## src/rtl/core/lpi_pkg.sv

```systemverilog
// shared types and constants for the line-plane intersection pipeline
package lpi_pkg;

  localparam int CW = 32;             // coordinate width
  localparam int FB = 16;             // fraction bits
  localparam int TW = 17;             // threshold register width
  localparam int DW = 2 * CW;         // divisor and remainder width
  localparam int NW = 2 * CW + FB + 1; // dividend width
  localparam int AW = 2 * CW + 2;     // point accumulator width

  typedef logic signed [CW-1:0] coord_t;

  localparam coord_t CMAX = {1'b0, {(CW-1){1'b1}}};
  localparam coord_t CMIN = {1'b1, {(CW-1){1'b0}}};

  typedef struct packed {
    coord_t normal_x;
    coord_t normal_y;
    coord_t normal_z;
    coord_t plane_offset;
    coord_t origin_x;
    coord_t origin_y;
    coord_t origin_z;
    coord_t dir_x;
    coord_t dir_y;
    coord_t dir_z;
  } in_t;

  typedef struct packed {
    logic   hit;
    coord_t param_t;
    coord_t point_x;
    coord_t point_y;
    coord_t point_z;
    logic   overflow;
  } out_t;

  // values that ride along with the division
  typedef struct packed {
    coord_t [2:0] o;
    coord_t [2:0] d;
    logic         neg;
    logic         hit;
    logic         qovf;
  } side_t;

  // one division cell's state
  typedef struct packed {
    logic [DW-1:0] rem;
    logic [DW-1:0] dvs;
    logic [CW-1:0] nlo;
    logic [CW-1:0] quo;
    side_t         side;
  } div_t;

endpackage

```

## src/rtl/core/lpi_div_cell.sv

```systemverilog
// one restoring division cell: produces one quotient bit per request
module lpi_div_cell (
  input  logic          clk,
  input  logic          rst,
  input  logic          in_valid,
  output logic          in_ready,
  input  lpi_pkg::div_t din,
  output logic          out_valid,
  input  logic          out_ready,
  output lpi_pkg::div_t dout
);

  logic                   v;
  logic [lpi_pkg::DW:0]   rsh;
  logic                   ge;
  logic [lpi_pkg::DW:0]   rdif;

  assign in_ready  = !v || out_ready;
  assign out_valid = v;

  // shift in the next dividend bit, subtract where it fits
  always_comb begin
    rsh  = {din.rem, din.nlo[lpi_pkg::CW-1]};
    ge   = rsh >= {1'b0, din.dvs};
    rdif = rsh - {1'b0, din.dvs};
  end

  always_ff @(posedge clk) begin
    if (rst) begin
      v <= 1'b0;
    end else if (in_ready) begin
      v <= in_valid;
    end
  end

  always_ff @(posedge clk) begin
    if (in_ready && in_valid) begin
      dout.rem  <= ge ? rdif[lpi_pkg::DW-1:0] : rsh[lpi_pkg::DW-1:0];
      dout.dvs  <= din.dvs;
      dout.nlo  <= {din.nlo[lpi_pkg::CW-2:0], 1'b0};
      dout.quo  <= {din.quo[lpi_pkg::CW-2:0], ge};
      dout.side <= din.side;
    end
  end

endmodule

```

## config.mk

```make
export PLATFORM = sky130hd
export DESIGN_NAME = lpi_div_cell
export DESIGN_NICKNAME = d
export VERILOG_FILES = /design/src/rtl/core/lpi_pkg.sv /design/src/rtl/core/lpi_div_cell.sv
export SDC_FILE = /design/constraint.sdc
export NUM_CORES = 1
export LEC_CHECK = 0
export ABC_AREA = 1
export BUFFER_PORTS_ARGS = -buffer_cell sky130_fd_sc_hd__buf_2
export CAP_MARGIN = 10
export CELL_PAD_IN_SITES_DETAIL_PLACEMENT = 0
export CELL_PAD_IN_SITES_GLOBAL_PLACEMENT = 1
export CORE_AREA = 2 2 303 305
export DETAILED_ROUTE_END_ITERATION = 6
export DIE_AREA = 0 0 305 307
export PLACE_DENSITY_LB_ADDON = 0.1
export SYNTH_ARGS = -nofsm -noshare
export SYNTH_HDL_FRONTEND = slang
export SYNTH_SLANG_ARGS = --single-unit
```

## constraint.sdc

```tcl
create_clock -name clk -period 24.1 [get_ports clk]
set_clock_uncertainty 0.05 [all_clocks]
set_input_delay 2.41 -clock clk [delete_from_list [all_inputs] [get_ports clk]]
set_output_delay 2.41 -clock clk [all_outputs]
set_load 0.03 [all_outputs]
```

==> impl_metrics.json, run 1 <==
{
  "netlist_area_um2": 19000,
  "netlist_instances": 1958,
  "startpoint_type": "input pin",
  "vias_per_cell": 4.09,
  "synth_xor_xnor_area_share_pct": 1.43,
  "peakVddDrop_mv": 0.0450,
  "cts_root_buffer": "clkbuf_16",
  "drive_gt1_share_pct": 34.2,
  "power_density_nw_per_um2": 74.8,
  "antenna_found_initial": 48,
  "first_iter_violations": 1046,
  "cts_resized": 0,
  "fin_crit_sh_pct": 22.6,
  "synth-compound-area-share_pct": 1.60,
  "pin_count": 780,
  "cts_tree": "yes",
  "path_class": "in -> reg",
  "grt_max_degree": 73,
  "synth_edf_count": 386,
  "worstMarginPinSlew_ns": 0.938,
  "stdcell_count": 4010,
  "fmax_mhz": 184,
  "cpPeakStageDelay_ns": 0.81,
  "pre_cts_ws_ns": 18.00,
  "cp_top_family": "buffers and inverters",
  "grt_pass1_vias": 16700,
  "synthMuxAreaShare_pct": 0,
  "slew_viol_final": 0,
  "placedCellCount": 3909,
  "synthesis.nets": 2414,
  "holdWs_ns": 0.483,
  "status": "complete, no violations",
  "postSynthAreaPerCell_um2": 9.70,
  "slew_headroom_pct": 37.4,
  "synth.distinct_cells": 40,
  "initial_utilization_pct": 20.9,
  "grt_pass1_wl_um": 127000,
  "cp.arrival_ns": 5.62,
  "crit_top_cell": "buf_4",
  "synth-seq-cells": 387,
  "maxCapViolations": 0,
  "finalCoreUtilization_pct": 28.5,
  "cp_cell_sequence": "buf_2 > inv_1 > a21oi_4 > buf_4 > buf_4 > buf_4",
  "htreeDepth": 2,
  "row_count": 111,
  "clock_sinks": 387,
  "portBuffers": 777,
  "r2r_slack_ns": 20.23,
  "ctsHoldBuffers": 0,
  "synth_adder_area_share_pct": 4.32,
  "worst_slack_ns": 18.66,
  "dieArea_um2": 93600,
  "yosys_warnings": 0,
  "ys_async_sr_fraction_pct": 0,
  "synthSimpleGateAreaFrac_pct": 23.0,
  "min-delay-path-class": "reg -> reg",
  "first_pass_iters": 7,
  "vias": 16400,
  "synth_top_family_by_area": "simple AND/OR/NAND/NOR gates",
  "cp-end-kind": "flop",
  "ys.flop_type": "edfxtp_1",
  "track_usage_pct": 19.4,
  "tns_ns": 0,
  "area_delta_synth_final_pct": 36.1,
  "ys_seq_area_share_pct": 61.1,
  "core_region_area_um2": 90700,
  "die_h_um": 307,
  "die_x_um": 305,
  "cts.reportedPaths.clkPinSlew_ns": 0.06,
  "p_leak_nw": 12.7,
  "hold_viol": 0,
  "wire_per_inst_um": 23.5,
  "postCtsSetupBuffers": 0,
  "setup_viol": 0,
  "place_hpwl_um": 79800,
  "antenna_left": 0,
  "worstSkewPairLatency_ns": 0.61,
  "gp_congestion": 0.866,
  "cts_made_buffers": 48,
  "period_needed_ns": 5.44,
  "crit_slowest_cell": "buf_4",
  "drcViolationCount": 0,
  "clockBufferDepth": 3,
  "cp.required_ns": 24.28,
  "overflow": 0,
  "routed_wl_um": 94400,
  "rsz0062_at_grt": "no",
  "crit_path_max_fanout": 65,
  "critical_path_buf_inv_count": 5,
  "fin_nets": 3229
}
-- placed cells by master, fill, tap and decap left out, types with 9 or more instances in the layout --
cell	count
a21oi_1	44
buf_2	777
clkbuf_1	10
clkbuf_16	49
clkinv_1	10
clkinv_2	9
diode_2	13
edfxtp_1	386
ha_1	64
inv_1	365
inv_2	23
nand2_1	647
nand2_2	46
nand3_1	143
nand3b_1	13
nand4_1	9
nor2_1	94
nor2_2	18
nor3_1	11
xor2_1	30
-- layout make-up --
class / instances / area, um2
antenna: 13 / 32.5
clock buffer: 60 / 1280
clock inverter: 28 / 251
fill: 9828 / 64800
inverter: 389 / 1460
multi-input combinational: 1162 / 5780
sequential: 387 / 11600
tap: 1186 / 1480
timing repair buffer: 785 / 3950
-- power by group --
part	switching [W]	internal, W
clock network	0.000300	0.000410
logic	0.000298	0.000111
registers	0.0000133	0.000801
total	0.000612	0.00132
-- cells by family (layout without fill, tap and decap cells) --
kind of cell / count (synthesis) / count (layout)
AO/OA/AOI/OAI: 56 / 56
AND/OR/NAND/NOR: 1009 / 1009
buffers and inverters: 409 / 1262
XOR/XNOR: 31 / 31
flip-flops: 387 / 387
adder cells (fa/ha/maj): 65 / 65
other: 1 / 14
-- stage by stage --
stage / area [um2] / power [W]
after floorplan: 19000 / 0.00110
after global placement: 24300 / 0.00125
after detailed placement: 24300 / 0.00124
after CTS: 25800 / 0.00197
after global routing: 25800 / 0.00203
final: 25800 / 0.00193
-- cells in the mapped netlist, types with 2 or more instances --
cell	number	area share, %
nor4_1	6	0.20
inv_2	23	0.45
nor2_4	8	0.47
xor2_1	30	1.4
nor2_2	18	0.59
nand2_2	46	1.5
buf_12	4	0.42
and2_1	3	0.099
and3_1	3	0.099
buf_2	7	0.18
clkbuf_1	3	0.059
o21ai_0	6	0.16
nand3b_1	13	0.51
nand3_2	3	0.16
ha_1	64	4.2
nand3_1	143	3.8
nor3_1	11	0.29
buf_4	2	0.079
inv_1	365	7.2
nor2_1	94	1.9
edfxtp_1	386	61
nand4_1	9	0.30
nand2_1	647	13
a21oi_1	45	1.2
buf_1	4	0.079
-- metal layers --
layer  GRT usage, %  up-vias  share of wire [%]
met1           23.1     7708                 41
met2           32.7      616                 48
met5          0.724        -               0.33
met4           6.53       36                3.3
li1               -     7898                  -
met3           6.55      144                7.6
-- sequential cells by signal, indices dropped and copies added (netlist names) --
signal     count
dout         386
out_valid      1
-- tightest hold or removal path, delay by kind of cell, from the launching register on --
kind	cells	cell delay, ns
AND/OR/NAND/NOR	1	0.09
AO/OA/AOI/OAI	1	0.06
flip-flops	1	0.34
-- path summary, 6_finish.rpt --
check / from / to / cells after the start
worst max register to register: out_valid / dout[372] / 4
worst min register to register: out_valid / out_valid / 2
worst min-delay path: out_valid / out_valid / 2
worst max-delay path: out_ready / dout[372] / 6
Power figures use the tool's default switching activity.
==> run 2: changes to the inputs <==
==> constraint.sdc (replaced) <==
create_clock -name clk -period 5.1 [get_ports clk]
set_clock_uncertainty 0.05 [all_clocks]
set_input_delay 0.51 -clock clk [delete_from_list [all_inputs] [get_ports clk]]
set_output_delay 0.51 -clock clk [all_outputs]
set_load 0.03 [all_outputs]
==> run 2 against run 1 <==
Sequential cell count unchanged. Design area up 8.6%. Clock power increased to 5.0 times the previous value. Count of clock-buffer cells in the layout fell by 3. Final cell count increased by 5.2%. Setup slack worse by 17 ns. Wire length is 2.3% higher. Total power rose to 4.9 times the previous value. Sequential power increased to 4.7 times the previous value. Sequential share of layout area decreased by 3.5 points. Non-clock buffer count is 209 higher. Critical endpoint is now dout[335]. Largest cell class unchanged.
==> impl_metrics.json, run 2 (same netlist as run 1, synthesis figures left out) <==
{
  "status": "complete, no violations",
  "worst_slack_ns": 1.79,
  "cp_cell_sequence": "dlygate4sd3_1 > buf_2 > inv_1 > ha_1 > nand2_1 > nor2_4 > nand2_2 > nor2_2 > inv_1 > nor2_2 > nand2_1 > nand3_2 > nor2_8 > buf_4 > buf_4 > nand3_1 > nand2_1",
  "pin_count": 780,
  "crit_path_max_fanout": 41,
  "cp.arrival_ns": 3.72,
  "htreeDepth": 2,
  "maxCapViolations": 0,
  "peakVddDrop_mv": 0.182,
  "place_hpwl_um": 80900,
  "largest_reg_flops": 386,
  "portBuffers": 777,
  "layout_commonest_cell": "buf_2",
  "layout_common_cells": "buf_2, nand2_1, edfxtp_1, inv_1, dlygate4sd3_1",
  "die_x_um": 305,
  "area_delta_synth_final_pct": 47.7,
  "vias_per_cell": 4.04,
  "first_pass_iters": 5,
  "clockBufferDepth": 3,
  "fin_crit_sh_pct": 65.0,
  "r2r_start": "out_valid",
  "first_iter_violations": 1079,
  "crit_slowest_cell": "dlygate4sd3_1",
  "clock_sinks": 387,
  "overflow": 0,
  "period_needed_ns": 3.31,
  "initial_utilization_pct": 20.9,
  "setup_viol": 0,
  "vias": 17100,
  "fmax_mhz": 302,
  "hold_viol": 0,
  "cts_made_buffers": 48,
  "hold_path_end": "dout[88]",
  "die_h_um": 307,
  "power_density_nw_per_um2": 337,
  "grt_pass1_wl_um": 132000,
  "rsz0062_at_grt": "no",
  "dieArea_um2": 93600,
  "cts_tree": "yes",
  "worstMarginPinSlew_ns": 0.933,
  "top_register": "dout",
  "slew_viol_final": 0,
  "track_usage_pct": 19.9,
  "row_count": 111,
  "worstSkewPairLatency_ns": 0.61,
  "gp_congestion": 0.875,
  "ctsHoldBuffers": 205,
  "p_leak_nw": 13.6,
  "finalCoreUtilization_pct": 30.9,
  "cts_root_buffer": "clkbuf_16",
  "cp-end-kind": "flop",
  "routed_wl_um": 96600,
  "antenna_found_initial": 34,
  "cpPeakStageDelay_ns": 0.56,
  "rr_worst_depth": 2,
  "crit_top_cell": "nand2_1",
  "post_dp_cell_area_um2": 24400,
  "wire_per_inst_um": 22.9,
  "reg2reg_to": "dout[203]",
  "min_path_cells": 1,
  "tns_ns": 0,
  "grt_max_degree": 139,
  "drcViolationCount": 0,
  "fin_nets": 3438,
  "startpoint_type": "input pin",
  "cts_resized": 0,
  "path_class": "in -> reg",
  "cts.reportedPaths.clkPinSlew_ns": 0.05,
  "r2r_slack_ns": 2.79,
  "min-delay-path-class": "in -> reg",
  "postCtsSetupBuffers": 0,
  "pre_cts_ws_ns": 1.57,
  "antenna_left": 0,
  "cp.required_ns": 5.51,
  "slew_headroom_pct": 37.7,
  "drive_gt1_share_pct": 32.1,
  "grt_pass1_vias": 17500,
  "core_region_area_um2": 90700,
  "min_from": "din[88]",
  "final_area_um2": 28100
}
## run 2: changes by cell type in the layout (fill, tap and decap cells not counted), sizes merged
cell / previous run / this run
buf: 785 / 789
bufinv: 3 / 6
clkbuf: 60 / 57
clkinv: 20 / 22
clkinvlp: 3 / 4
diode: 13 / 11
dlygate4sd3: 0 / 205
inv: 391 / 390
## run 2: metal layers
layer | vias to the layer above | share of wire, % | GRT usage [%]
met5 | - | 0.14 | 0
met4 | 20 | 2.8 | 5.98
met3 | 122 | 6.2 | 5.11
met2 | 560 | 49 | 34.3
met1 | 8027 | 42 | 24.4
li1 | 8323 | - | -
## run 2: area by class of cell
class                      count  area, um2
fill                        9726      62600
sequential                   387      11600
timing repair buffer         994       6090
multi-input combinational   1162       5780
tap                         1186       1480
inverter                     389       1460
clock buffer                  57       1260
clock inverter                33        350
antenna                       11       27.5
## run 2: stage by stage
step / hold WS (ns) / std cells / total power [W]
after floorplan: 0.519 / 1958 / 0.00511
after global placement: 0.452 / 3913 / 0.00591
after detailed placement: 0.455 / 3913 / 0.00590
after CTS: 0.000107 / 4208 / 0.00964
after global routing: 0.00914 / 4215 / 0.00990
final: 0.0452 / 4219 / 0.00946
## run 2: worst max-delay path by stage
stage | from | to | slack (ns) | cells after the start
after floorplan | out_valid | dout[0] | -2.27 | 1
after global placement | din[262] | dout[346] | 1.57 | 17
after detailed placement | din[306] | dout[324] | 1.57 | 15
after CTS | din[290] | dout[332] | 1.75 | 17
after global routing | din[290] | dout[323] | 1.54 | 16
final | din[290] | dout[335] | 1.79 | 17
## run 2: worst max-delay path, delay by kind of cell
kind                       cells  cell delay, ns
buffers and inverters          6            1.70
adders and majority gates      1            0.34
and+or+nand+nor               10            1.14
## run 2: power by group
group | total [W] | switching [W] | internal (W)
clock | 0.00352 | 0.00145 | 0.00207
sequential | 0.00384 | 0.0000585 | 0.00378
combinational | 0.00210 | 0.00146 | 0.000637
==> run 3: changes to the inputs <==
==> constraint.sdc (replaced) <==
create_clock -name clk -period 3.3 [get_ports clk]
set_clock_uncertainty 0.05 [all_clocks]
set_input_delay 0.33 -clock clk [delete_from_list [all_inputs] [get_ports clk]]
set_output_delay 0.33 -clock clk [all_outputs]
set_load 0.03 [all_outputs]
==> run 3 against run 2 <==
Total power increased by 57%. Register-to-register slack got worse by 1.3 ns. Sequential cell count unchanged. Largest cell class unchanged. Sequential share of layout area decreased by 2.7 points. Critical path type unchanged. Highest routed layer unchanged. Hold slack got worse by 0.0086 ns.
==> impl_metrics.json, run 3 (same netlist as run 1, synthesis figures left out) <==
{
  "hold_path_end": "dout[377]",
  "rr_worst_depth": 3,
  "slew_headroom_pct": 59.0,
  "crit_top_cell": "nand2_1",
  "fin_crit_sh_pct": 86.4,
  "clockBufferDepth": 3,
  "grt_max_degree": 107,
  "p_total_w": 0.0149,
  "first_iter_violations": 1089,
  "regArea_um2": 11600,
  "vias": 18000,
  "clock_sinks": 387,
  "multi_input_comb_area_um2": 5780,
  "gp_congestion": 0.878,
  "fin_nets": 3642,
  "row_count": 111,
  "r2r_start": "out_valid",
  "startpoint_type": "input pin",
  "min_from": "din[376]",
  "slew_viol_final": 0,
  "area_delta_synth_final_pct": 58.1,
  "reg2reg_to": "dout[198]",
  "grt_pass1_vias": 18600,
  "largest_reg_flops": 386,
  "cts_resized": 0,
  "status": "complete, no violations",
  "cts.reportedPaths.clkPinSlew_ns": 0.06,
  "power_density_nw_per_um2": 496,
  "pin_count": 780,
  "cp-end-kind": "flop",
  "path_class": "in -> reg",
  "peakVddDrop_mv": 0.348,
  "drcViolationCount": 0,
  "maxCapViolations": 0,
  "cp_cell_sequence": "dlygate4sd3_1 > buf_2 > inv_1 > ha_1 > nand2_1 > nor3_1 > nand3_1 > nor2_1 > nand2_1 > nand3_2 > nor2_8 > nand2_8 > buf_12 > nand2_2 > nand2_1",
  "vias_per_cell": 4.07,
  "initial_utilization_pct": 20.9,
  "cts_root_buffer": "clkbuf_16",
  "layout_common_cells": "buf_2, nand2_1, edfxtp_1, dlygate4sd3_1, inv_1",
  "antenna_found_initial": 19,
  "crit_slowest_cell": "dlygate4sd3_1",
  "core_region_area_um2": 90700,
  "period_needed_ns": 2.85,
  "layout_commonest_cell": "buf_2",
  "critical_path_buf_inv_count": 4,
  "min-delay-path-class": "in -> reg",
  "rsz0062_at_grt": "no",
  "top_register": "dout",
  "worstSkewPairLatency_ns": 0.62,
  "min_path_cells": 3,
  "postCtsSetupBuffers": 0,
  "pre_cts_ws_ns": 0.326,
  "overflow": 0,
  "worstMarginPinSlew_ns": 0.615,
  "wire_per_inst_um": 22.1,
  "crit_start": "din[319]",
  "htreeDepth": 2,
  "die_x_um": 305,
  "p_leak_nw": 14.5,
  "dieArea_um2": 93600,
  "cp.arrival_ns": 3.27,
  "cp.required_ns": 3.72,
  "cts_tree": "yes",
  "cpPeakStageDelay_ns": 0.55,
  "drive_gt1_share_pct": 30.8,
  "place_hpwl_um": 81100,
  "antenna_left": 0,
  "nFillCells": 9617,
  "cp_top_family": "simple AND/OR/NAND/NOR gates",
  "setup_viol": 0,
  "fmax_mhz": 351,
  "track_usage_pct": 20.3,
  "portBuffers": 777,
  "grt_pass1_wl_um": 135000,
  "routed_wl_um": 97600,
  "die_h_um": 307,
  "crit_path_max_fanout": 26,
  "worst_slack_ns": 0.449,
  "r2r_slack_ns": 1.49,
  "hold_viol": 0,
  "first_pass_iters": 5,
  "cts_made_buffers": 49
}
[run 3: cell count changes in the layout (fill, tap and decap cells not counted), moves of 3 or more]
cell | before | now
dlygate4sd3_1 | 205 | 380
buf_4 | 7 | 33
clkinv_2 | 9 | 6
diode_2 | 11 | 7
clkbuf_1 | 8 | 11
[run 3: worst reg2reg max path: stages, from the launching register on]
cell and delay, ns:
dfxtp_4 0.35, a21oi_4 0.19, buf_12 0.25, buf_12 0.49
[run 3: final cells by class]
class	count	area share (%)
diodes	7	0.0583
inverters	389	4.86
multi-input cells	1162	19.3
clock buffers	61	4.30
flip-flops and latches	387	38.7
clock inverters	25	0.983
well taps	1186	4.94
repair buffers	1197	26.9
[run 3: worst max-delay path by stage]
stage,endpoint,slack (ns),cells past startpoint
6_report,dout[349],0.45,15
3_5_place_dp,dout[349],0.33,17
4_1_cts,dout[349],0.47,17
5_1_grt,dout[381],0.19,18
2_1_floorplan,dout[0],-4.07,1
3_3_place_gp,dout[323],0.36,15
[run 3: per-stage QoR]
stage | hold slack, ns | area, um2 | instances | TNS (ns) | utilization (%)
detailed placement | 0.437 | 24600 | 3941 | 0 | 27.1
global route | 0.0127 | 30000 | 4409 | 0 | 33.1
finish | 0.0366 | 30000 | 4414 | 0 | 33.1
CTS | 0.00145 | 30000 | 4407 | 0 | 33.1
global placement | 0.435 | 24600 | 3941 | 0 | 27.1
floorplan | 0.339 | 19000 | 1958 | -1569.28 | -
[run 3: power by group]
group          total, W  switching, W  leakage, nW  internal (W)
sequential      0.00595     0.0000988         3.75       0.00585
combinational   0.00347       0.00230         9.94       0.00117
clock           0.00547       0.00223        0.769       0.00324
[run 3: routing by layer]
metal  track usage [%]  up-vias  routed length, um
met5                 0        -                 76
met4              7.68       10               3870
met3              4.81      128               5740
met2              34.0      573              46100
met1              25.1     8519              41800
li1                  -     8725                  -
[run 3: timing repair]
| item | in CTS | in global routing |
|---|---|---|
| endpoints found under the hold margin | 379 | 0 |
| hold buffers | 380 | 0 |
| endpoints found under the setup margin | 0 | 0 |
